===== src/sv/h2r_pkg.sv =====
`timescale 1ns / 1ps
`default_nettype none

package h2r_pkg;

	localparam int FRAC_BITS_DEF = 20;

	localparam int PCT_MAX      = 100;
	localparam int HUE_WRAP     = 360;
	localparam int SCALE8       = 255;

	// floor(n / 100) = (n * DIV100_MUL) >> DIV100_SHIFT for n below 43000
	localparam int DIV100_MUL   = 5243;
	localparam int DIV100_SHIFT = 19;
	// floor(n / 360) = (n * DIV360_MUL) >> DIV360_SHIFT for n below 380000
	localparam int DIV360_MUL   = 186414;
	localparam int DIV360_SHIFT = 26;
	localparam int SCALE8_MUL   = SCALE8 * DIV100_MUL;

	localparam int THIRD_NUM    = 33333;
	localparam int TWO3_NUM     = 66666;
	localparam int CONST_DEN    = 100000;

	typedef struct packed {
		logic [8:0] hue_degrees;
		logic [6:0] saturation_pct;
		logic [6:0] lightness_pct;
	} in_word_t;

	typedef struct packed {
		logic [7:0] red;
		logic [7:0] green;
		logic [7:0] blue;
	} out_word_t;

	typedef struct packed {
		logic       gray;
		logic [6:0] pct;
	} side_t;

	typedef enum logic [1:0] {
		RG_RISE,
		RG_HIGH,
		RG_FALL,
		RG_LOW
	} region_t;

endpackage

`default_nettype wire


===== src/sv/h2r_chan.sv =====
`timescale 1ns / 1ps
`default_nettype none

module h2r_chan #(
	parameter int FRAC_BITS = h2r_pkg::FRAC_BITS_DEF
) (
	input  logic                          clk,
	input  logic                          arst_n,
	input  logic                          in_valid,
	output logic                          in_ready,
	input  h2r_pkg::side_t                side_in,
	input  logic signed [FRAC_BITS+2:0]   lo,
	input  logic [FRAC_BITS:0]            hi,
	input  logic [FRAC_BITS:0]            diff,
	input  h2r_pkg::region_t [2:0]        rg,
	input  logic [2:0]                    neg,
	input  logic [2:0][FRAC_BITS:0]       mag,
	output logic                          out_valid,
	input  logic                          out_ready,
	output h2r_pkg::out_word_t            out_word
);
	import h2r_pkg::*;

	localparam int WF = FRAC_BITS + 1;
	localparam int WS = FRAC_BITS + 3;
	localparam int WV = WS + 1;
	localparam int WP = WV + 7;

	logic                   rdy5, rdy6, rdy7, rdy8;
	logic                   v_s5, v_s6, v_s7, v_s8;
	side_t                  side_s5, side_s6;
	logic signed [WS-1:0]   lo_s5;
	logic [WF-1:0]          hi_s5;
	region_t [2:0]          rg_s5;
	logic [2:0]             neg_s5;
	logic [2:0][WF-1:0]     m_s5;
	logic signed [WV-1:0]   lvl_s6 [3];
	logic [2:0][6:0]        pct_s7;
	logic [2:0][7:0]        rgb_s8;

	logic [2*WF-1:0]        prod [3];
	logic signed [WV-1:0]   v_n [3];
	logic [WP-1:0]          pu [3];
	logic [2:0][6:0]        pct_n;
	logic [27:0]            sq [3];

	assign rdy5     = !v_s5 || rdy6;
	assign rdy6     = !v_s6 || rdy7;
	assign rdy7     = !v_s7 || rdy8;
	assign rdy8     = !v_s8 || out_ready;
	assign in_ready = rdy5;

	always_ff @(posedge clk or negedge arst_n) begin
		if (!arst_n) begin
			v_s5 <= 1'b0;
			v_s6 <= 1'b0;
			v_s7 <= 1'b0;
			v_s8 <= 1'b0;
		end else begin
			if (rdy5) begin
				v_s5 <= in_valid;
			end
			if (rdy6) begin
				v_s6 <= v_s5;
			end
			if (rdy7) begin
				v_s7 <= v_s6;
			end
			if (rdy8) begin
				v_s8 <= v_s7;
			end
		end
	end

	// slope product, truncated magnitude
	always_comb begin
		for (int i = 0; i < 3; i++) begin
			prod[i] = (2*WF)'(diff) * (2*WF)'(mag[i]);
		end
	end

	always_ff @(posedge clk) begin
		if (rdy5 && in_valid) begin
			side_s5 <= side_in;
			lo_s5   <= lo;
			hi_s5   <= hi;
			rg_s5   <= rg;
			neg_s5  <= neg;
			for (int i = 0; i < 3; i++) begin
				m_s5[i] <= WF'(prod[i] >> FRAC_BITS);
			end
		end
	end

	// channel level
	always_comb begin
		for (int i = 0; i < 3; i++) begin
			case (rg_s5[i])
				RG_RISE: v_n[i] = WV'(lo_s5) + $signed(WV'(m_s5[i]));
				RG_HIGH: v_n[i] = $signed(WV'(hi_s5));
				RG_FALL: begin
					if (neg_s5[i]) begin
						v_n[i] = WV'(lo_s5) - $signed(WV'(m_s5[i]));
					end else begin
						v_n[i] = WV'(lo_s5) + $signed(WV'(m_s5[i]));
					end
				end
				RG_LOW:  v_n[i] = WV'(lo_s5);
				default: v_n[i] = WV'(lo_s5);
			endcase
		end
	end

	always_ff @(posedge clk) begin
		if (rdy6 && v_s5) begin
			side_s6 <= side_s5;
			for (int i = 0; i < 3; i++) begin
				lvl_s6[i] <= v_n[i];
			end
		end
	end

	// whole percent, clamped; gray words take the lightness directly
	always_comb begin
		for (int i = 0; i < 3; i++) begin
			pu[i] = (WP'($unsigned(lvl_s6[i])) * WP'(PCT_MAX)) >> FRAC_BITS;
			if (side_s6.gray) begin
				pct_n[i] = side_s6.pct;
			end else if (lvl_s6[i] <= 0) begin
				pct_n[i] = 7'd0;
			end else if (pu[i] > WP'(PCT_MAX)) begin
				pct_n[i] = 7'(PCT_MAX);
			end else begin
				pct_n[i] = 7'(pu[i]);
			end
		end
	end

	always_ff @(posedge clk) begin
		if (rdy7 && v_s6) begin
			pct_s7 <= pct_n;
		end
	end

	// pct * 255 / 100
	always_comb begin
		for (int i = 0; i < 3; i++) begin
			sq[i] = 28'(pct_s7[i]) * 28'(SCALE8_MUL);
		end
	end

	always_ff @(posedge clk) begin
		if (rdy8 && v_s7) begin
			for (int i = 0; i < 3; i++) begin
				rgb_s8[i] <= 8'(sq[i] >> DIV100_SHIFT);
			end
		end
	end

	assign out_valid      = v_s8;
	assign out_word.red   = rgb_s8[0];
	assign out_word.green = rgb_s8[1];
	assign out_word.blue  = rgb_s8[2];

endmodule

`default_nettype wire


===== config.mk =====
export PLATFORM = sky130hd
export DESIGN_NAME = h2r_chan
export DESIGN_NICKNAME = d
export VERILOG_FILES = /design/src/sv/h2r_pkg.sv /design/src/sv/h2r_chan.sv
export SDC_FILE = /design/constraint.sdc
export NUM_CORES = 2
export LEC_CHECK = 0
export ABC_AREA = 0
export ABC_CLOCK_PERIOD_IN_PS = 6000
export BUFFER_PORTS_ARGS = -buffer_cell sky130_fd_sc_hd__buf_2
export CORE_MARGIN = 2
export CORE_UTILIZATION = 55
export DETAILED_ROUTE_END_ITERATION = 8
export GPL_ROUTABILITY_DRIVEN = 0
export PLACE_DENSITY = 0.72
export SYNTH_ARGS = -nofsm -noshare
export SYNTH_HDL_FRONTEND = slang
export SYNTH_SLANG_ARGS = --single-unit

===== constraint.sdc =====
create_clock -name clk -period 6 [get_ports clk]
set_input_delay 1.2 -clock clk [delete_from_list [all_inputs] [get_ports clk]]
set_output_delay 1.2 -clock clk [all_outputs]
set_load 0.005 [all_outputs]

==> impl_results.rst <==
.. list-table::
   :header-rows: 1

   * - Metric
     - Value
   * - Deepest clock path buffer count
     - 3
   * - Worst slack at placement
     - -2.407 ns
   * - Share of cells above drive strength 1
     - 13.66%
   * - Fin area
     - 78860 um2
   * - Total number of clock tree sinks
     - 253
   * - Deepest level of the CTS H-tree
     - 1
   * - I/O pins
     - 175
   * - Buffers on Ports
     - 174
   * - Number of antenna violations at the first check in global routing
     - 17
   * - GR Util met3
     - 4.504%
   * - Final hold violation count
     - 0
   * - Number of flops mapped to enable cells by yosys
     - 249
   * - Die Footprint
     - 128200 um2
   * - FP Rows
     - 129
   * - Total routed wirelength
     - 191300 um
   * - Nets
     - 10.29k
   * - Clock slew at reported path FFs
     - 0.06 ns
   * - Average wire per cell in the routed design
     - 19.81 um
   * - GR met2 Demand/Resource
     - 51.43%
   * - Largest net degree at the start of global routing
     - 125
   * - Worst clock skew
     - 0.03008 ns
   * - Global-route congestion overflow total
     - 0
   * - Violations in the final reports
     - negative setup slack
   * - Worst setup EP type
     - flip-flop
   * - Worst hold-check path type
     - in -> async
   * - Global routing usage summed across all routing layers
     - 29.85%
   * - Share of the yosys chip area belonging to registers
     - 10.99%
   * - Post-route insts no fill
     - 9659
   * - Root buffer cell
     - clkbuf_16
   * - DRC violation count after routing
     - 0
   * - Final WS setup
     - -1.429 ns
   * - Post-synthesis cell area
     - 68920 um2
   * - Critical path's slowest cell
     - fa_1
   * - Mean cell area of the mapped netlist
     - 9.129 um2
   * - Fin crit period
     - 7.429 ns
   * - Die width
     - 358.0 um
   * - DP HPWL
     - 155100 um
   * - DRT Pass-1 Iters
     - 7
   * - # hold bufs at CTS
     - 0
   * - Worst Tran Pin Value
     - 1.145 ns
   * - Number of placed instances, taps included
     - 9519
   * - Worst slew margin relative to its limit
     - 23.68%
   * - Antenna-violating nets left
     - 0
   * - Most frequent cells in the layout
     - inv_1, fa_1, ha_1
   * - Gate count of the mapped netlist
     - 7550
   * - Kind of cell with the highest combined delay on the critical path
     - adder cells
   * - TritonCTS clock tree
     - yes
   * - Area after DPL
     - 74950 um2
   * - First-pass GRT wire length
     - 300700 um
   * - Count of synthesis-stage warnings from yosys
     - 0
   * - Final-layout worst hold slack
     - 0.3943 ns
   * - Die Span Y
     - 358.0 um
   * - Initial core utilization
     - 55.60%
   * - Number of pins with negative max-slew slack in the final report
     - 0
   * - Most frequent standard cell in the layout excluding fill and tap cells
     - inv_1
   * - Vias per cell
     - 5.554
   * - Met1 global-route usage
     - 36.85%
   * - Post-synth net total
     - 9853
   * - Highest fanout seen on the critical path
     - 9
   * - Synth Flop Type
     - edfxtp_1
   * - Required time reported for the critical path endpoint
     - 6.36 ns
   * - Buffers plus inverters on the worst setup path
     - 9
   * - Max Cap Violations
     - 0
   * - RSZ-0062 raised after global routing
     - true
   * - CTS Buf Count
     - 30
   * - Share of the clock period used by the worst path after layout
     - 123.8%
   * - Detailed-route via count
     - 53.65k
   * - Outcome
     - finished, violations left
   * - Layout area overhead
     - 14.41%
   * - Async S/R FF share, synth
     - 1.581%
   * - FF+latch count, synth
     - 253
   * - Worst-skew pair later-pin latency
     - 0.62 ns
   * - Number of endpoints failing setup at the final stage
     - 63
   * - DRC violation total after the first TritonRoute iteration
     - 4047
   * - Endpoint arrival time on the critical path
     - 7.79 ns
   * - Most heavily used metal layer in global routing
     - met2
   * - Most used cell, CP
     - fa_1
   * - Core region area
     - 124000 um2
   * - Post-synth cell types
     - 80
   * - Startpoint Class
     - primary input
   * - Vias in the first global route
     - 56.69k
   * - Start-to-end type of the worst setup path
     - in -> reg
   * - Highest attainable clock frequency
     - 134.6 MHz
   * - Crit path largest cell delay
     - 0.52 ns
[synth_stat cells (all sizes together), types with 28 or more instances]
cell type / n / share of area [%]
inv: 1738 / 9.5
a211oi: 46 / 0.50
and2: 747 / 6.8
clkbuf: 339 / 1.8
edfxtp: 249 / 11
o21a: 36 / 0.39
ha: 987 / 18
mux2i: 66 / 0.96
xnor2: 130 / 1.7
nand2: 721 / 3.9
fa: 1167 / 34
a21oi: 235 / 1.7
nor3: 52 / 0.38
nand4: 39 / 0.35
a31oi: 39 / 0.35
nand3: 48 / 0.35
nand2b: 41 / 0.37
a21o: 86 / 0.94
xor2: 56 / 0.71
nor2: 190 / 1.0
o211ai: 30 / 0.33
nor2b: 30 / 0.27
o31ai: 28 / 0.30
o21ai: 139 / 1.0
[metal layers]
| metal | vias up | wire, um |
|---|---|---|
| li1 | 24300 | - |
| met1 | 26560 | 73320 |
| met2 | 2262 | 91750 |
| met3 | 510 | 14760 |
| met4 | 16 | 11390 |
| met5 | - | 102 |
[logic make-up after synthesis]
| family | after synthesis | share of synthesized area [%] |
|---|---|---|
| fa+ha+maj | 2154 | 51.82 |
| buf+inv | 2088 | 11.38 |
| simple gates | 1972 | 14.45 |
| compound gates | 817 | 7.808 |
| flops | 253 | 10.99 |
| xor+xnor | 186 | 2.364 |
| mux | 80 | 1.187 |
[path summary, 6_finish.rpt]
path | start | end | slack [ns] | cells after the start
worst max-delay path | diff[8] | m_s5[41] | -1.43 | 28
worst min-delay path | arst_n | v_s7 | 0.39 | 1
worst max register to register | lo_s5[2] | lvl_s6[0][70] | 1.21 | 11
worst min register to register | side_s5[7] | side_s6[7] | 0.41 | 0
max in group asynchronous | arst_n | out_valid | 5.49 | 1
min in group clk | side_s5[7] | side_s6[7] | 0.41 | 0
[registers in the layout, summed over array words and instances (netlist names)]
name,flops
lvl_s6,72
v_s6,1
lo_s5,23
v_s7,1
m_s5,63
side_s6,8
pct_s7,21
neg_s5,3
rg_s5,6
out_word,24
v_s5,1
side_s5,8
hi_s5,21
out_valid,1
[what timing repair did]
| item | 4_1_cts | 5_1_grt |
|---|---|---|
| pin swaps | 125 | 139 |
| setup endpoints to repair | 63 | 63 |
| buffers inserted | 48 | 37 |
| resized for setup | 245 | 182 |
| gates cloned | 13 | 4 |
[stage by stage]
stage | TNS (ns) | utilization, %
detailed placement | -123.89 | 60.46
finish | -66.80 | 63.61
floorplan | -66.33 | -
global route | -78.75 | 63.61
CTS | -64.39 | 62.83
global placement | -117.53 | 60.46
[cell type report]
class                   instances  area, um2
multi-input cells            5209      54940
well taps                    1637       2048
clock inverters                21      341.6
inverters                    1739       6528
fillers                      9875      45100
diodes                          8      20.02
repair buffers                757       6608
flip-flops and latches        253       7577
clock buffers                  35      790.8
Power is not shown: default switching activity piles up to over one toggle a cycle in this logic, so the estimate is an artifact.
