===== config.mk =====
export PLATFORM = sky130hd
export DESIGN_NAME = h2r_blend
export DESIGN_NICKNAME = d
export VERILOG_FILES = /design/src/sv/h2r_pkg.sv /design/src/sv/h2r_blend.sv
export SDC_FILE = /design/constraint.sdc
export NUM_CORES = 2
export LEC_CHECK = 0
export BUFFER_PORTS_ARGS = -buffer_cell sky130_fd_sc_hd__buf_2
export CORE_MARGIN = 2
export CORE_UTILIZATION = 70
export CTS_BUF_LIST = sky130_fd_sc_hd__clkbuf_2 sky130_fd_sc_hd__clkbuf_4 sky130_fd_sc_hd__clkbuf_8
export DETAILED_ROUTE_END_ITERATION = 16
export PLACE_DENSITY = 0.9
export SLEW_MARGIN = 20
export SYNTH_ARGS = -nofsm -noshare
export SYNTH_HDL_FRONTEND = slang
export SYNTH_SLANG_ARGS = --single-unit

===== constraint.sdc =====
create_clock -name clk -period 11 [get_ports clk]
set_input_delay 1.1 -clock clk [delete_from_list [all_inputs] [get_ports clk]]
set_output_delay 1.1 -clock clk [all_outputs]
set_load 0.005 [all_outputs]

===== src/sv/h2r_pkg.sv =====
`timescale 1ns / 1ps
`default_nettype none

package h2r_pkg;

	localparam int FRAC_BITS_DEF = 20;

	localparam int PCT_MAX      = 100;
	localparam int HUE_WRAP     = 360;
	localparam int SCALE8       = 255;

	// floor(n / 100) = (n * DIV100_MUL) >> DIV100_SHIFT for n below 43000
	localparam int DIV100_MUL   = 5243;
	localparam int DIV100_SHIFT = 19;
	// floor(n / 360) = (n * DIV360_MUL) >> DIV360_SHIFT for n below 380000
	localparam int DIV360_MUL   = 186414;
	localparam int DIV360_SHIFT = 26;
	localparam int SCALE8_MUL   = SCALE8 * DIV100_MUL;

	localparam int THIRD_NUM    = 33333;
	localparam int TWO3_NUM     = 66666;
	localparam int CONST_DEN    = 100000;

	typedef struct packed {
		logic [8:0] hue_degrees;
		logic [6:0] saturation_pct;
		logic [6:0] lightness_pct;
	} in_word_t;

	typedef struct packed {
		logic [7:0] red;
		logic [7:0] green;
		logic [7:0] blue;
	} out_word_t;

	typedef struct packed {
		logic       gray;
		logic [6:0] pct;
	} side_t;

	typedef enum logic [1:0] {
		RG_RISE,
		RG_HIGH,
		RG_FALL,
		RG_LOW
	} region_t;

endpackage

`default_nettype wire


===== src/sv/h2r_blend.sv =====
`timescale 1ns / 1ps
`default_nettype none

module h2r_blend #(
	parameter int FRAC_BITS = h2r_pkg::FRAC_BITS_DEF
) (
	input  logic                          clk,
	input  logic                          arst_n,
	input  logic                          in_valid,
	output logic                          in_ready,
	input  h2r_pkg::side_t                side_in,
	input  logic [FRAC_BITS:0]            l_fx,
	input  logic [FRAC_BITS:0]            s_fx,
	input  logic [FRAC_BITS:0]            h_fx,
	output logic                          out_valid,
	input  logic                          out_ready,
	output h2r_pkg::side_t                side_out,
	output logic signed [FRAC_BITS+2:0]   lo,
	output logic [FRAC_BITS:0]            hi,
	output logic [FRAC_BITS:0]            diff,
	output h2r_pkg::region_t [2:0]        rg,
	output logic [2:0]                    neg,
	output logic [2:0][FRAC_BITS:0]       mag
);
	import h2r_pkg::*;

	localparam int WF = FRAC_BITS + 1;
	localparam int WS = FRAC_BITS + 3;
	localparam int WT = FRAC_BITS + 4;
	localparam longint unsigned ONE_L = 64'd1 << FRAC_BITS;
	localparam logic [WF-1:0] ONE_W = WF'(ONE_L);
	localparam logic [WF-1:0] HALF  = WF'(ONE_L >> 1);
	localparam logic [WF-1:0] THIRD =
		WF'(((longint'(THIRD_NUM) << FRAC_BITS) + longint'(CONST_DEN / 2)) / CONST_DEN);
	localparam logic [WF-1:0] TWO3 =
		WF'(((longint'(TWO3_NUM) << FRAC_BITS) + longint'(CONST_DEN / 2)) / CONST_DEN);

	logic                   rdy3, rdy4;
	logic                   v_s3, v_s4;
	side_t                  side_s3, side_s4;
	logic [WF-1:0]          hi_s3, l_s3;
	logic [2:0][WF-1:0]     t_s3;
	logic signed [WS-1:0]   lo_s4;
	logic [WF-1:0]          hi_s4, diff_s4;
	region_t [2:0]          rg_s4;
	logic [2:0]             neg_s4;
	logic [2:0][WF-1:0]     mag_s4;

	logic [2*WF-1:0]        ls_p;
	logic [WF-1:0]          fx;
	logic [WF:0]            hi_c;
	logic [WF-1:0]          tr_sum, t_r, t_b;

	logic signed [WS-1:0]   lo_c, diff_c;
	logic [WF-1:0]          diff_n;
	logic [WT-1:0]          t6, t3;
	logic signed [WT-1:0]   f, f6;
	region_t [2:0]          rg_n;
	logic [2:0]             neg_n;
	logic [2:0][WF-1:0]     mag_n;

	assign rdy3     = !v_s3 || rdy4;
	assign rdy4     = !v_s4 || out_ready;
	assign in_ready = rdy3;

	always_ff @(posedge clk or negedge arst_n) begin
		if (!arst_n) begin
			v_s3 <= 1'b0;
			v_s4 <= 1'b0;
		end else begin
			if (rdy3) begin
				v_s3 <= in_valid;
			end
			if (rdy4) begin
				v_s4 <= v_s3;
			end
		end
	end

	// upper level and the three channel hues
	always_comb begin
		ls_p = (2*WF)'(l_fx) * (2*WF)'(s_fx);
		fx   = WF'(ls_p >> FRAC_BITS);
		if (l_fx < HALF) begin
			hi_c = (WF+1)'(l_fx) + (WF+1)'(fx);
		end else begin
			hi_c = (WF+1)'(l_fx) + (WF+1)'(s_fx) - (WF+1)'(fx);
		end
		tr_sum = h_fx + THIRD;
		t_r    = (tr_sum > ONE_W) ? tr_sum - ONE_W : tr_sum;
		t_b    = (h_fx < THIRD) ? h_fx + ONE_W - THIRD : h_fx - THIRD;
	end

	always_ff @(posedge clk) begin
		if (rdy3 && in_valid) begin
			side_s3 <= side_in;
			hi_s3   <= WF'(hi_c);
			l_s3    <= l_fx;
			t_s3[0] <= t_r;
			t_s3[1] <= h_fx;
			t_s3[2] <= t_b;
		end
	end

	// lower level, spread and per-channel segment with its slope factor
	always_comb begin
		lo_c   = $signed(WS'({l_s3, 1'b0})) - $signed(WS'(hi_s3));
		diff_c = $signed(WS'(hi_s3)) - lo_c;
		diff_n = diff_c[WS-1] ? '0 : WF'(diff_c);
		t6     = '0;
		t3     = '0;
		f      = '0;
		f6     = '0;
		for (int i = 0; i < 3; i++) begin
			t6       = WT'(t_s3[i]) * WT'(6);
			t3       = WT'(t_s3[i]) * WT'(3);
			f        = $signed(WT'(TWO3)) - $signed(WT'(t_s3[i]));
			f6       = f * $signed(WT'(6));
			rg_n[i]  = RG_LOW;
			neg_n[i] = 1'b0;
			mag_n[i] = '0;
			if (t6 < WT'(ONE_L)) begin
				rg_n[i]  = RG_RISE;
				mag_n[i] = WF'(t6);
			end else if (t_s3[i] < HALF) begin
				rg_n[i]  = RG_HIGH;
			end else if (t3 < WT'(2 * ONE_L)) begin
				rg_n[i]  = RG_FALL;
				neg_n[i] = f6[WT-1];
				mag_n[i] = f6[WT-1] ? WF'(-f6) : WF'(f6);
			end
		end
	end

	always_ff @(posedge clk) begin
		if (rdy4 && v_s3) begin
			side_s4 <= side_s3;
			lo_s4   <= lo_c;
			hi_s4   <= hi_s3;
			diff_s4 <= diff_n;
			rg_s4   <= rg_n;
			neg_s4  <= neg_n;
			mag_s4  <= mag_n;
		end
	end

	assign out_valid = v_s4;
	assign side_out  = side_s4;
	assign lo        = lo_s4;
	assign hi        = hi_s4;
	assign diff      = diff_s4;
	assign rg        = rg_s4;
	assign neg       = neg_s4;
	assign mag       = mag_s4;

endmodule

`default_nettype wire


==> metrics.md <==
| Metric | Value |
|---|---|
| Worst Max-Slew Pin Slew | `between 1000 and 1500 ps` |
| Insertion delay to the later sink of the worst-skew pair | `620 ps` |
| Most used standard cells in the synthesized netlist | `611 x sky130_fd_sc_hd__inv_1, 507 x sky130_fd_sc_hd__ha_1, 384 x sky130_fd_sc_hd__fa_1` |
| Critical Path Max Stage Delay | `560 ps` |
| Maximum achievable frequency | `97.8 MHz` |
| Number of detailed-route iterations in the first pass | `6` |
| Layout Skew | `44.4 ps` |
| Status | `complete, no violations` |
| Die Y-Extent | `235 um` |
| Floorplan Core Area | `between 50000 and 60000 um^2` |
| Drt total wl | `91.4 mm` |
| Critical path fanouts, max | `22` |
| Number of routed nets with antenna violations | `0` |
| Relative max-transition margin | `28.1%` |
| Weighted congestion reported at the end of routability-driven placement | `between 0.9 and 1` |
| Post-route setup TNS | `0 ps` |
| Worst EP arrival | `10590 ps` |
| Total I/O pin count | `about 220` |
| Initial drt markers | `2016` |
| Number of failing hold endpoints at the final stage | `0` |
| Worst path bufs/invs | `8` |
| Initial Utilization | `between 70% and 80%` |
| Total grt overflow | `0` |
| Type of the worst setup path | `in -> reg` |
| NumNets Final | `5087` |
| Path type of the worst min-delay path | `in -> async` |
| Global router's overall resource usage | `32.9%` |
| Clock period minus final worst setup slack | `10220 ps` |
| Vias in the first global route | `29900` |
| Synth cell types | `93` |
| TritonCTS clock tree | `built` |
| Wire length of the first global-routing pass | `between 100 and 150 mm` |
| Yosys warning total | `0` |
| Critical Path Start Type | `input pin` |
| Die Wd | `235 um` |
| H-tree depth reported by CTS | `2` |
| Part of the Yosys area used for sequential elements | `20.3%` |
| Number of maximum-capacitance violations | `0` |
| Gate Count Post-Synth | `slightly below 4000` |
| # DRC | `0` |
| Max-slew violation count | `0` |
| Buffer depth of the longest clock path | `3` |
| TritonCTS Sinks | `252` |
| Pin count of the biggest net entering global routing | `76` |
| Post-detail-place hpwl | `~72 mm` |
| Cell at the slowest stage of the critical path | `sky130_fd_sc_hd__o31ai_1` |
| CP top delay family | `adder cells` |
| Synthesized area | `37200 um^2` |
| Area share of the leading cell type in the synthesized netlist | `20.6%` |
| Area of the die | `55100 um^2` |
| Number of buffers inserted by port buffering | `217` |
| Final cycle utilization of the critical path | `92.9%` |
| Capturing element type of the critical path | `flip-flop` |
| Root cell of the clock tree | `sky130_fd_sc_hd__clkbuf_8` |
| Clock-pin slew on the worst setup and hold paths | `approximately 60 ps` |
| Share of flip-flops with an asynchronous set or reset | `0.794%` |
| Average cell area after synthesis | `roughly 9.4 um^2` |
| Largest area contributor in the netlist | `sky130_fd_sc_hd__fa_1` |
| Routed vias/inst | `6.03` |
| Most frequently used flop master after synthesis | `sky130_fd_sc_hd__edfxtp_1` |
| Number of endpoints failing setup at the final stage | `0` |
| Cells resized by post-CTS repair | `0` |
| Critical path required time | `11370 ps` |
| Cell types with the largest area share after synthesis | `sky130_fd_sc_hd__fa_1 21%, sky130_fd_sc_hd__edfxtp_1 20%, sky130_fd_sc_hd__ha_1 17%` |
| Setup bufs post-CTS | `0` |
| Number of enable-type register cells in the synthesized netlist | `250` |
| Syn-to-layout area delta | `6.97%` |
| Routed len/inst | `18.9 um` |
| Share of final-layout standard cells stronger than drive strength 1 | `8.89%` |
| Number of register bits inferred by synthesis | `approximately 250` |
| Number of rows created at floorplan | `84` |
| Setup repair after global routing missed its margin | `no` |
| Number of antenna violations at the first check in global routing | `2` |
| Critical path's most frequent cell | `sky130_fd_sc_hd__fa_1` |
| Reg2reg setup slack | `4240 ps` |
| CTS buffer count | `42` |
| Library cell with the highest instance count after synthesis | `sky130_fd_sc_hd__inv_1` |
| DR vias | `29200` |
| CTS hold repair buffers | `0` |
[cells in the final DEF, fill, tap and decap left out, drive strengths merged, types with 7 or more instances in the layout]
master	count
nand2b	36
nor4	9
and2	270
a211oi	25
a21o	74
nand4	7
nand2	293
o21bai	35
o21ai	131
edfxtp	250
xnor2	226
nor2b	34
nor3b	10
o31a	11
o22ai	47
fa	384
nor3	58
o21a	45
a21oi	189
or3	19
nand3	41
xor2	106
a21boi	9
nand3b	9
nor2	191
o31ai	27
buf	249
clkinv	12
and3	20
clkbuf	59
a31oi	21
ha	507
or2	8
inv	613
o211ai	17
[layer usage]
layer | part of all wire (%) | vias up | global-route usage, % | wire, um
li1 | - | 13500 | - | -
met3 | 8.0 | 315 | 5.11 | 7340
met1 | 38 | 14100 | 40.0 | 34500
met2 | 49 | 1322 | 57.0 | 44600
met5 | 0.0098 | - | 0 | 9
met4 | 5.4 | 2 | 16.6 | 4970
[flip-flops by register name, summed over array words and instances (netlist names), 6 cells and up]
name / count
lo: 23
hi: 20
side_s3: 8
hi_s3: 21
mag: 60
l_s3: 21
rg: 6
side_out: 8
diff: 20
t_s3: 60
[worst paths after layout]
| check | cells past startpoint | to | start |
|---|---|---|---|
| min in group clk | 0 | side_out[0]$_DFFE_PP_ | side_s3[0]$_DFFE_PP_ |
| max reg2reg | 21 | mag[53]$_DFFE_PP_ | t_s3[0]$_DFFE_PP_ |
| max in group asynchronous | 1 | out_valid$_DFFE_PN0P_ | arst_n |
| max | 36 | hi_s3[20]$_DFFE_PP_ | s_fx[4] |
| min reg2reg | 0 | side_out[0]$_DFFE_PP_ | side_s3[0]$_DFFE_PP_ |
| min | 1 | v_s3$_DFFE_PN0N_ | arst_n |
[worst reg2reg max path, delay by kind of cell, from the launching register on]
kind                       cells  cell delay (ps)
and+or+nand+nor                4             1520
adders and majority gates      3             1130
xor gates and xnor gates       2              480
DFF                            1              320
buffers and inverters          2              800
AOI/OAI and AO/OA             10             2190
[logic make-up (layout without fill, tap and decap cells)]
| family | count (synthesis) | count (layout) | synth area share (%) |
|---|---|---|---|
| fa+ha+maj | 892 | 892 | 37.7 |
| other cells | 1 | 5 | 0.0101 |
| xor+xnor | 332 | 332 | 7.81 |
| simple gates | 1026 | 1026 | 13.9 |
| buf+inv | 742 | 937 | 7.60 |
| mux | 4 | 4 | 0.114 |
| flops | 252 | 252 | 20.3 |
| compound gates | 706 | 706 | 12.6 |
[through the flow]
stage	util, %	setup slack [ps]	hold slack [ps]	cell area [um^2]	cells
5_1_grt	75.8	312	230	39800	4842
4_1_cts	75.8	916	221	39800	4841
6_report	75.8	780	254	39800	4842
3_5_place_dp	74.1	282	406	38900	4765
3_3_place_gp	74.1	578	402	38900	4765
2_1_floorplan	-	1350	400	37300	3958
[cell type report]
cell class | count | area (um^2)
diodes | 1 | 2.50
clock buffers | 59 | 712
clock inverters | 17 | 199
fillers | 3494 | 12700
inverters | 612 | 2300
multi-input cells | 2964 | 26900
flip-flops and latches | 252 | 7560
well taps | 688 | 861
repair buffers | 249 | 1330
Power is not shown: default switching activity piles up to over one toggle a cycle in this logic, so the estimate is an artifact.
