--- config.mk ---
export PLATFORM = sky130hd
export DESIGN_NAME = h2r_norm
export DESIGN_NICKNAME = d
export VERILOG_FILES = /design/src/sv/h2r_pkg.sv /design/src/sv/h2r_norm.sv
export SDC_FILE = /design/constraint.sdc
export NUM_CORES = 1
export LEC_CHECK = 0
export ABC_AREA = 1
export BUFFER_PORTS_ARGS = -buffer_cell sky130_fd_sc_hd__clkbuf_2
export CAP_MARGIN = 30
export CORE_MARGIN = 5
export CORE_UTILIZATION = 30
export CTS_CLUSTER_SIZE = 20
export DETAILED_ROUTE_END_ITERATION = 12
export HOLD_SLACK_MARGIN = 0.05
export PLACE_DENSITY = 0.44
export SLEW_MARGIN = 20
export SYNTH_ARGS = -nofsm -noshare
export SYNTH_HDL_FRONTEND = slang
export SYNTH_SLANG_ARGS = --single-unit
--- constraint.sdc ---
create_clock -name clk -period 10 [get_ports clk]
set_input_delay 3 -clock clk [delete_from_list [all_inputs] [get_ports clk]]
set_output_delay 3 -clock clk [all_outputs]
set_load 0.05 [all_outputs]
--- src/sv/h2r_pkg.sv ---
`timescale 1ns / 1ps
`default_nettype none

package h2r_pkg;

	localparam int FRAC_BITS_DEF = 20;

	localparam int PCT_MAX      = 100;
	localparam int HUE_WRAP     = 360;
	localparam int SCALE8       = 255;

	// floor(n / 100) = (n * DIV100_MUL) >> DIV100_SHIFT for n below 43000
	localparam int DIV100_MUL   = 5243;
	localparam int DIV100_SHIFT = 19;
	// floor(n / 360) = (n * DIV360_MUL) >> DIV360_SHIFT for n below 380000
	localparam int DIV360_MUL   = 186414;
	localparam int DIV360_SHIFT = 26;
	localparam int SCALE8_MUL   = SCALE8 * DIV100_MUL;

	localparam int THIRD_NUM    = 33333;
	localparam int TWO3_NUM     = 66666;
	localparam int CONST_DEN    = 100000;

	typedef struct packed {
		logic [8:0] hue_degrees;
		logic [6:0] saturation_pct;
		logic [6:0] lightness_pct;
	} in_word_t;

	typedef struct packed {
		logic [7:0] red;
		logic [7:0] green;
		logic [7:0] blue;
	} out_word_t;

	typedef struct packed {
		logic       gray;
		logic [6:0] pct;
	} side_t;

	typedef enum logic [1:0] {
		RG_RISE,
		RG_HIGH,
		RG_FALL,
		RG_LOW
	} region_t;

endpackage

`default_nettype wire

--- src/sv/h2r_norm.sv ---
`timescale 1ns / 1ps
`default_nettype none

module h2r_norm #(
	parameter int FRAC_BITS = h2r_pkg::FRAC_BITS_DEF
) (
	input  logic                 clk,
	input  logic                 arst_n,
	input  logic                 in_valid,
	output logic                 in_ready,
	input  h2r_pkg::in_word_t    in_word,
	output logic                 out_valid,
	input  logic                 out_ready,
	output h2r_pkg::side_t       side,
	output logic [FRAC_BITS:0]   l_fx,
	output logic [FRAC_BITS:0]   s_fx,
	output logic [FRAC_BITS:0]   h_fx
);
	import h2r_pkg::*;

	localparam int WF = FRAC_BITS + 1;
	localparam longint unsigned ONE_L = 64'd1 << FRAC_BITS;
	localparam logic [WF-1:0] R100   = WF'(ONE_L / PCT_MAX);
	localparam logic [13:0]   REM100 = 14'(ONE_L % PCT_MAX);
	localparam logic [WF-1:0] R360   = WF'(ONE_L / HUE_WRAP);
	localparam logic [16:0]   REM360 = 17'(ONE_L % HUE_WRAP);

	logic          rdy1, rdy2;
	logic          v_s1, v_s2;
	side_t         side_s1, side_s2;
	logic [WF-1:0] lb_s1, sb_s1, hb_s1;
	logic [13:0]   lr_s1, sr_s1;
	logic [16:0]   hr_s1;
	logic [WF-1:0] l_s2, s_s2, h_s2;

	logic [8:0]    h_w;
	logic [6:0]    s_c, l_c;
	logic [26:0]   lq, sq;
	logic [34:0]   hq;

	assign rdy1     = !v_s1 || rdy2;
	assign rdy2     = !v_s2 || out_ready;
	assign in_ready = rdy1;

	// range fixes on the raw word
	always_comb begin
		h_w = (in_word.hue_degrees >= 9'(HUE_WRAP)) ?
			in_word.hue_degrees - 9'(HUE_WRAP) : in_word.hue_degrees;
		s_c = (in_word.saturation_pct > 7'(PCT_MAX)) ? 7'(PCT_MAX) : in_word.saturation_pct;
		l_c = (in_word.lightness_pct > 7'(PCT_MAX)) ? 7'(PCT_MAX) : in_word.lightness_pct;
	end

	always_ff @(posedge clk or negedge arst_n) begin
		if (!arst_n) begin
			v_s1 <= 1'b0;
			v_s2 <= 1'b0;
		end else begin
			if (rdy1) begin
				v_s1 <= in_valid;
			end
			if (rdy2) begin
				v_s2 <= v_s1;
			end
		end
	end

	// x * ONE / d split as x * (ONE / d) + x * (ONE % d) / d
	always_ff @(posedge clk) begin
		if (rdy1 && in_valid) begin
			side_s1.gray <= (s_c == 7'd0);
			side_s1.pct  <= l_c;
			lb_s1        <= WF'(WF'(l_c) * R100);
			sb_s1        <= WF'(WF'(s_c) * R100);
			hb_s1        <= WF'(WF'(h_w) * R360);
			lr_s1        <= 14'(14'(l_c) * REM100);
			sr_s1        <= 14'(14'(s_c) * REM100);
			hr_s1        <= 17'(17'(h_w) * REM360);
		end
	end

	always_comb begin
		lq = 27'(lr_s1) * 27'(DIV100_MUL);
		sq = 27'(sr_s1) * 27'(DIV100_MUL);
		hq = 35'(hr_s1) * 35'(DIV360_MUL);
	end

	always_ff @(posedge clk) begin
		if (rdy2 && v_s1) begin
			side_s2 <= side_s1;
			l_s2    <= lb_s1 + WF'(lq >> DIV100_SHIFT);
			s_s2    <= sb_s1 + WF'(sq >> DIV100_SHIFT);
			h_s2    <= hb_s1 + WF'(hq >> DIV360_SHIFT);
		end
	end

	assign out_valid = v_s2;
	assign side      = side_s2;
	assign l_fx      = l_s2;
	assign s_fx      = s_s2;
	assign h_fx      = h_s2;

endmodule

`default_nettype wire

==> results of run 1 <==
-- worst max-delay path, delay by kind of cell --
kind                     cells  cell delay, ns
AND/OR/NAND/NOR              6            1.23
AO/OA/AOI/OAI                2            0.32
XOR/XNOR                     1            0.15
buffers and inverters        4            0.45
adder cells (fa/ha/maj)      5            2.46
-- cells in the mapped netlist, types with 21 or more instances --
master and n:
a21oi_1 115, nand2_1 419, inv_1 594, edfxtp_1 165, fa_1 177, o21ai_0 55
nand3_1 101, nor2_1 143, nand4_1 28, ha_1 431, nor3_1 21, a21o_1 21
xor2_1 84, xnor2_1 32
-- per-stage QoR --
stage,instance area (µm²),instances,hold slack [ns],setup slack (ns)
finish,24050,3559,0.4107,2.626
global placement,23470,3527,0.4010,2.219
global route,24050,3559,0.4263,2.388
floorplan,21770,2480,0.4003,2.807
detailed placement,23470,3527,0.4113,2.145
CTS,24050,3559,0.4118,2.697
-- cell families (layout without fill, tap and decap cells) --
| family | count (synthesis) | after routing |
|---|---|---|
| buffers and inverters | 600 | 729 |
| AND/OR/NAND/NOR | 739 | 739 |
| adder cells (fa/ha/maj) | 608 | 608 |
| XOR/XNOR | 116 | 116 |
| flip-flops | 167 | 167 |
| AO/OA/AOI/OAI | 250 | 250 |
-- per-layer routing --
layer  up-vias  global-route usage
met1      7555              0.1987
met4         0             0.02940
met5         -                   0
met3        33             0.02134
li1       8186                   -
met2       196              0.2287
-- registers in the layout, summed over array words and instances, names as in the netlist --
name,count
s_fx,21
lr_s1,11
side,8
h_fx,21
sb_s1,21
out_valid,1
l_fx,21
lb_s1,19
hr_s1,9
side_s1,8
hb_s1,15
sr_s1,11
v_s1,1
-- area by class of cell --
type / instances / area (µm²) / share of cell area
Clock buffer: 19 / 442.9 / 0.01842
Clock inverter: 13 / 135.1 / 0.005619
Inverter: 595 / 2236 / 0.09298
Multi-Input combinational cell: 1713 / 14520 / 0.6039
Sequential cell: 167 / 5005 / 0.2081
Tap cell: 950 / 1189 / 0.04943
Timing Repair Buffer: 102 / 518.0 / 0.02154
-- worst max-delay path by stage --
stage                      startpoint                  end  depth (start not counted)
after CTS                 in_word[12]  sb_s1[16]$_DFFE_PP_                         21
after floorplan            in_word[7]  sb_s1[16]$_DFFE_PP_                         22
after detailed placement  in_word[12]  sb_s1[16]$_DFFE_PP_                         21
after global routing       in_word[1]  lb_s1[20]$_DFFE_PP_                         20
final                      in_word[5]  lb_s1[20]$_DFFE_PP_                         18
after global placement     in_word[7]  sb_s1[16]$_DFFE_PP_                         23
==> results.cfg, run 1 <==
[routing]
drcViolationCount = 0
drt_iter0_markers = 610
wl_um = 53630
met1Wirelength_um = 26950
antenna_left = 0
wire_per_inst_um = 15.07
via_per_inst = 4.487
wl_met2_um = 24530
highest_layer = met4
route.met3.wl_um = 1482
first_pass_iters = 5
num_vias = 15970

[floorplan]
die_h_um = 279.4
rows = 98
ios = 100
die_x_um = 279.4
die_area_um2 = 78050
core_um2 = 71730
start_util = 0.3035

[layout]
final_common_cell = inv_1
final_cell_mix = 593 x inv_1, 431 x ha_1, 419 x nand2_1
antenna_cells = 0
drive_gt1_frac = 0.06324
final_util = 0.3353
nets = 3231
area_growth_pct = 10.47
fill_cells = 7503

[sta]
grt_setup_unrepaired = no
slew_headroom = 0.4362
finalCriticalPeriod_ns = 7.374
worst_slew_pin_slew_ns = 0.8426
setup_viol_count_final = 0
fmax_mhz = 135.6
slew_viol_final = 0
hold_viol_final = 0
fin_skew_ns = 0.01391
finalSetupTns_ns = 0
finalCritPeriodShare = 0.7374

[flow_run]
drv_cap = 0

[clock_network]
clockRootBuffer = clkbuf_16
numCtsBuffers = 17
ctsHoldBuffers = 0
cts.sinks = 167
postCtsSetupBuffers = 0
cts.path.max_buffers = 2
cts.reportedPaths.clkPinSlew_ns = 0.08
cts-htree-levels = 4
insertion_delay_ns = 0.48
tritoncts = done
cts_resized = 0

[global_routing]
grt_pass1_vias = 16510
antenna_found_initial = 0
grt_pass1_wl_um = 87640
grt_max_degree = 58
track_usage = 0.1402
grt-ovfl-total = 0

[critical_path]
cp_max_fo = 13
worst_path_most_repeated_cell = fa_1
cp_data_required_time_ns = 10.24
r2r_slack_ns = 3.36
worstReg2RegEnd = s_fx[10]$_DFFE_PP_
critPathMaxStageDelay_ns = 0.64
cp-end-kind = register
critPathLaunchType = input port
crit_chain = clkbuf_2, nand3_1, inv_1, nor2_1, fa_1, fa_1, inv_1, fa_1, inv_1, fa_1, ha_1, a21oi_1, o21ai_0, nand2_1, nand3_1, nand2_1, nand3_1, xor2_1
critPathKind = input port to register
arrival_ns = 7.61
r2r-start = sr_s1[8]$_DFFE_PP_
rr_worst_depth = 24
slowest_stage = nor2_1

[yosys]
async_flop_share = 0.01198
yosysTopAreaCellShare = 0.2477
yosysSeqAreaShare = 0.2299
ys_top_cells_by_area = ha_1 25%, edfxtp_1 23%, fa_1 16%, inv_1 10%, nand2_1 7.2%
synth_top_cell_by_area = ha_1
synth_nets = 3115
yosysWarnings = 0
synth-xor-area-share = 0.04667
synthSimpleGateAreaFrac = 0.1427
syn_inst = 2480
synth-main-ff-cell = edfxtp_1
netlist_area_um2 = 21770
synth_mux_area_frac = 0
synth_edf_count = 165
synth_cell_types = 41
synth_top_family_by_area = adder cells
synthAdderAreaFrac = 0.4105
syn_avg_cell_area_um2 = 8.778
synth-compound-area-share = 0.06673
ys_seq_elements = 167

[status]
status = complete, no violations

[placement]
hpwl_um = 46370
port_buffers = 99
place.gp.congestion = 0.8698

[worst_hold_path]
holdPathEnd = side[3]$_DFFE_PP_
hold_class = register to register
hold_depth = 0
hold_start = side_s1[3]$_DFFE_PP_
Power of run 1 is not shown: default switching activity piles up to over one toggle a cycle in this logic, so the estimate is an artifact.
==> run 2: changes to the inputs <==
--- a/config.mk
+++ b/config.mk
@@ -5,7 +5,7 @@
 export SDC_FILE = /design/constraint.sdc
 export NUM_CORES = 1
 export LEC_CHECK = 0
-export ABC_AREA = 1
+export ABC_AREA = 0
 export BUFFER_PORTS_ARGS = -buffer_cell sky130_fd_sc_hd__clkbuf_2
 export CAP_MARGIN = 30
 export CORE_MARGIN = 5
@@ -13,7 +13,7 @@
 export CTS_CLUSTER_SIZE = 20
 export DETAILED_ROUTE_END_ITERATION = 12
 export HOLD_SLACK_MARGIN = 0.05
-export PLACE_DENSITY = 0.44
+export PLACE_DENSITY = 0.45
 export SLEW_MARGIN = 20
 export SYNTH_ARGS = -nofsm -noshare
 export SYNTH_HDL_FRONTEND = slang
==> constraint.sdc (replaced) <==
create_clock -name clk -period 6.3 [get_ports clk]
set_input_delay 1.89 -clock clk [delete_from_list [all_inputs] [get_ports clk]]
set_output_delay 1.89 -clock clk [all_outputs]
set_load 0.05 [all_outputs]
==> run 2 against run 1 <==
The run now ends with setup timing left. Utilization is 3.8 points higher. Synthesized cell count is 25% lower. Count of clock-buffer cells in the layout is 2 lower. Worst hold slack better by 0.0078 ns. Register-to-register slack worse by 3.4 ns. Synthesized area is 9.2% lower. Clock skew is 0.0078 ns higher.
==> results.cfg, run 2 <==
[status]
violations = setup timing
status = complete, but fails checks

[critical_path]
critPathKind = register to register
slowest_stage = fa_1
critPathTopFamily = adder cells
arrival_ns = 6.50
critPathLaunchType = register
crit_chain = buf_6, fa_1, xor2_1, ha_2, fa_1, fa_1, inv_2, fa_1, inv_1, ha_1, o21ai_2, or4b_4, buf_6, a21o_4, a31oi_4, xnor2_2, ha_1, buf_4, buf_4, nand3_4, nand2_8, o211ai_1, xnor2_2
critPathMaxStageDelay_ns = 0.57
cp_data_required_time_ns = 6.50
worst_path_most_repeated_cell = fa_1
cp.depth = 23
cp_max_fo = 5
crit_buf_inv = 6
cp-end-kind = register
rr_worst_depth = 23

[yosys]
synth-xor-area-share = 0.06028
synthAdderAreaFrac = 0.4523
async_flop_share = 0.01198
synth_nets = 2489
syn_avg_cell_area_um2 = 10.66
netlist_area_um2 = 19760
synth-compound-area-share = 0.08859
synth_edf_count = 165
synth_cell_types = 58
synth_top_cell_by_area = ha_1
ys_seq_elements = 167
synthSimpleGateAreaFrac = 0.06104
yosysWarnings = 0
synth_commonest_cells = 437 x inv_1, 431 x ha_1, 177 x fa_1
synth_top_family_by_area = adder cells
ys_top_cells_by_area = ha_1 27%, edfxtp_1 25%, fa_1 18%, inv_1 8.3%, xnor2_1 4.8%
synth-main-ff-cell = edfxtp_1
yosysTopAreaCellShare = 0.2729
yosysMostFrequentCell = inv_1
synth_mux_area_frac = 0
syn_inst = 1854
yosysSeqAreaShare = 0.2533

[routing]
wl_um = 44790
first_pass_iters = 4
num_vias = 13480
wire_per_inst_um = 14.66
drcViolationCount = 0
drt_iter0_markers = 405
via_per_inst = 4.410
antenna_left = 0

[layout]
drive_gt1_frac = 0.2331
nets = 2814
antenna_cells = 0
final_cell_mix = 418 x inv_1, 405 x ha_1, 201 x buf_4
final_cells = 3056
area_growth_pct = 23.72
final_common_cell = inv_1

[sta]
setup_slack_ns = -0.0006248
finalCritPeriodShare = 1.000
setup_viol_count_final = 1
slew_viol_final = 0
fin_skew_ns = 0.02172
grt_setup_unrepaired = yes
slew_headroom = 0.3993
finalCriticalPeriod_ns = 6.301
fin_hold_ws_ns = 0.4185
fmax_mhz = 158.7
worst_slew_pin_slew_ns = 0.9011
hold_viol_final = 0

[floorplan]
die_x_um = 266.6
core_um2 = 65510
start_util = 0.3016
ios = 100
die_area_um2 = 71100
rows = 94
die_h_um = 266.6

[global_routing]
grt_pass1_vias = 14280
grt-ovfl-total = 0
grt_max_degree = 61
grt_pass1_wl_um = 73350
antenna_found_initial = 1
track_usage = 0.1282

[clock_network]
cts.sinks = 167
tritoncts = done
clockRootBuffer = clkbuf_16
insertion_delay_ns = 0.48
numCtsBuffers = 17
cts.path.max_buffers = 2
cts.reportedPaths.clkPinSlew_ns = 0.08
cts-htree-levels = 4

[placement]
dp_cells = 3002
port_buffers = 99
hpwl_um = 37530
place.gp.congestion = 0.8447

[worst_hold_path]
hold_depth = 0
hold_class = register to register

[flow_run]
drv_cap = 0
## run 2: cell families (layout without fill, tap and decap cells)
kind of cell | Yosys count | after routing
fa+ha+maj | 608 | 608
buf+inv | 445 | 783
compound gates | 262 | 262
simple gates | 236 | 236
flops | 167 | 167
xor+xnor | 136 | 136
## run 2: worst paths after layout
kind | startpoint | to | slack, ns
max | sr_s1[12]$_DFFE_PP_ | s_fx[19]$_DFFE_PP_ | -0.0006
min | side_s1[7]$_DFFE_PP_ | side[7]$_DFFE_PP_ | 0.42
max reg2reg | sr_s1[12]$_DFFE_PP_ | s_fx[19]$_DFFE_PP_ | -0.0006
min reg2reg | side_s1[7]$_DFFE_PP_ | side[7]$_DFFE_PP_ | 0.42
max in group asynchronous | arst_n | out_valid$_DFFE_PN0P_ | 5.02
min in group asynchronous | arst_n | v_s1$_DFFE_PN0N_ | 1.19
## run 2: final cells by class
type,count,area (µm²)
clock inverters,15,173.9
clock buffers,17,425.4
fillers,6488,41060
inverters,437,1643
well taps,864,1081
multi-input cells,1242,13960
flip-flops and latches,167,5005
repair buffers,314,2162
## run 2: routing by layer
layer / GRT usage / up-vias / routed length, µm
met1: 0.1723 / 6464 / 21340
met5: 0 / - / 0
met3: 0.02010 / 24 / 1023
met4: 0.02658 / 0 / 494
li1: - / 6895 / -
met2: 0.2199 / 95 / 21930
## run 2: timing repair
action | 4_1_cts | 5_1_grt
gates resized for setup | 41 | 148
pin swaps | 43 | 125
buffers inserted | 4 | 26
hold buffers | 0 | 0
cloned | 0 | 0
setup endpoints to repair | 28 | 43
## run 2: through the flow
| step | utilization | setup TNS, ns | worst slack, ns | area [µm²] |
|---|---|---|---|---|
| floorplan | - | 0 | 0.008503 | 19810 |
| global placement | 0.3482 | -6.928 | -0.4027 | 22810 |
| detailed placement | 0.3482 | -9.643 | -0.4439 | 22810 |
| CTS | 0.3597 | -1.048 | -0.1286 | 23560 |
| global route | 0.3732 | -2.136 | -0.2459 | 24450 |
| finish | 0.3732 | -0.0006248 | -0.0006248 | 24450 |
Power of run 2 is left out for the same reason.
==> run 3: changes to the inputs <==
--- a/config.mk
+++ b/config.mk
@@ -13,7 +13,7 @@
 export CTS_CLUSTER_SIZE = 20
 export DETAILED_ROUTE_END_ITERATION = 12
 export HOLD_SLACK_MARGIN = 0.05
-export PLACE_DENSITY = 0.45
+export PLACE_DENSITY = 0.44
 export SLEW_MARGIN = 20
 export SYNTH_ARGS = -nofsm -noshare
 export SYNTH_HDL_FRONTEND = slang
==> constraint.sdc (replaced) <==
create_clock -name clk -period 7.04 [get_ports clk]
set_input_delay 2.112 -clock clk [delete_from_list [all_inputs] [get_ports clk]]
set_output_delay 2.112 -clock clk [all_outputs]
set_load 0.05 [all_outputs]
==> run 3 against run 2 <==
The flow now finishes without violations. Non-clock buffer count down 167. Sequential share of layout area rose by 1.9 points. First-iteration DRC count grew 14%. Cell count decreased by 5.5%. Worst hold slack gained 0.0065 ns. Routed wire length down 2.3%. Register-to-register slack improved by 0.30 ns. Global-route usage fell by 0.18 points. Largest cell class unchanged.
==> results.cfg, run 3 (synthesis results as in run 2) <==
[clock_network]
numCtsBuffers = 17
cts.sinks = 167
clockRootBuffer = clkbuf_16
cts.path.max_buffers = 2
cts.reportedPaths.clkPinSlew_ns = 0.08
ctsHoldBuffers = 0
cts-htree-levels = 4
tritoncts = done
insertion_delay_ns = 0.48

[routing]
wire_per_inst_um = 15.15
antenna_left = 0
via_per_inst = 4.462
drcViolationCount = 0
num_vias = 12890
drt_iter0_markers = 461
first_pass_iters = 5
wl_um = 43760

[critical_path]
critPathLaunchType = register
cp-end-kind = register
r2r_slack_ns = 0.30
cp_max_fo = 7
cp_data_required_time_ns = 7.27
critPathKind = register to register
arrival_ns = 6.97

[status]
status = complete, no violations

[layout]
final_cell_mix = 437 x inv_1, 430 x ha_1, 176 x fa_1
drive_gt1_frac = 0.1032
antenna_cells = 0
seqCellArea_um2 = 5005
area_growth_pct = 12.97
multi_input_area_um2 = 13110
final_cells = 2889
final_common_cell = inv_1
nets = 2647
fill_cells = 6585

[global_routing]
antenna_found_initial = 1
track_usage = 0.1263
grt_pass1_vias = 13630
grt_max_degree = 58
grt-ovfl-total = 0
grt_pass1_wl_um = 71340

[placement]
place.gp.congestion = 0.8127
dp_cells = 2851
port_buffers = 99
hpwl_um = 36590
dp_slack_ns = 0.02340

[sta]
slew_headroom = 0.4613
setup_slack_ns = 0.3039
finalCriticalPeriod_ns = 6.736
setup_viol_count_final = 0
fmax_mhz = 148.5
finalCritPeriodShare = 0.9568
slew_viol_final = 0
fin_skew_ns = 0.01393
finalSetupTns_ns = 0
worst_slew_pin_slew_ns = 0.8081
hold_viol_final = 0
fin_hold_ws_ns = 0.4250

[floorplan]
rows = 94
start_util = 0.3016
die_x_um = 266.6
die_h_um = 266.6
core_um2 = 65510
die_area_um2 = 71100
ios = 100

[flow_run]
drv_cap = 0

[worst_hold_path]
hold_class = register to register
run 3: changes by cell type in the layout (fill, tap and decap cells not counted), sizes merged:
cell / change
bufinv: +2
inv: +1
clkbuf: +1
clkinv: -3
clkinvlp: -1
buf: -167
run 3: area by class of cell:
class	count	share of cell area
Sequential cell	167	0.2242
Tap cell	864	0.04843
Multi-Input combinational cell	1242	0.5872
Inverter	437	0.07349
Clock inverter	14	0.009081
Timing Repair Buffer	147	0.03834
Clock buffer	18	0.01923
run 3: routing by layer:
| layer | vias up | wire [µm] | track usage |
|---|---|---|---|
| li1 | 6550 | - | - |
| met1 | 6164 | 21980 | 0.1763 |
| met2 | 140 | 19560 | 0.2000 |
| met3 | 38 | 1489 | 0.02646 |
| met4 | 0 | 740 | 0.03475 |
| met5 | - | 0 | 0 |
run 3: critical path, cell delays in order, from the launching register on:
cell and delay (ns):
edfxtp_1 0.42, fa_1 0.58, inv_1 0.07, fa_1 0.53, inv_1 0.04, ha_1 0.30, fa_1 0.54, inv_1 0.06
fa_1 0.53, inv_1 0.04, ha_1 0.28, a21oi_1 0.07, o21ai_0 0.20, a211oi_2 0.09, or4b_1 0.63, a21boi_1 0.24
nor2_1 0.08, ha_1 0.32, nor2b_1 0.14, o21ai_0 0.23, a21boi_1 0.10, buf_4 0.15, o21ai_0 0.23, a21oi_1 0.11
buf_4 0.18, o2111ai_1 0.24, xnor2_1 0.09
run 3: stage by stage:
stage	utilization	area, µm²
2_1_floorplan	-	19760
3_3_place_gp	0.3301	21630
3_5_place_dp	0.3301	21630
4_1_cts	0.3398	22260
5_1_grt	0.3407	22320
6_report	0.3407	22320
run 3: repair_timing:
action                                  4_1_cts  5_1_grt
endpoints found under the setup margin        0       26
gates resized for setup                       0        9
setup buffers                                 0        6
run 3: final timing paths:
| kind | from | endpoint | depth (start not counted) |
|---|---|---|---|
| setup reg to reg | sr_s1[5]$_DFFE_PP_ | s_fx[16]$_DFFE_PP_ | 26 |
| hold / removal | side_s1[2]$_DFFE_PP_ | side[2]$_DFFE_PP_ | 0 |
| hold reg to reg | side_s1[2]$_DFFE_PP_ | side[2]$_DFFE_PP_ | 0 |
| max in group asynchronous | arst_n | out_valid$_DFFE_PN0P_ | 1 |
| setup / recovery | sr_s1[5]$_DFFE_PP_ | s_fx[16]$_DFFE_PP_ | 26 |
| min in group asynchronous | arst_n | v_s1$_DFFE_PN0N_ | 1 |
Power of run 3 is left out for the same reason.
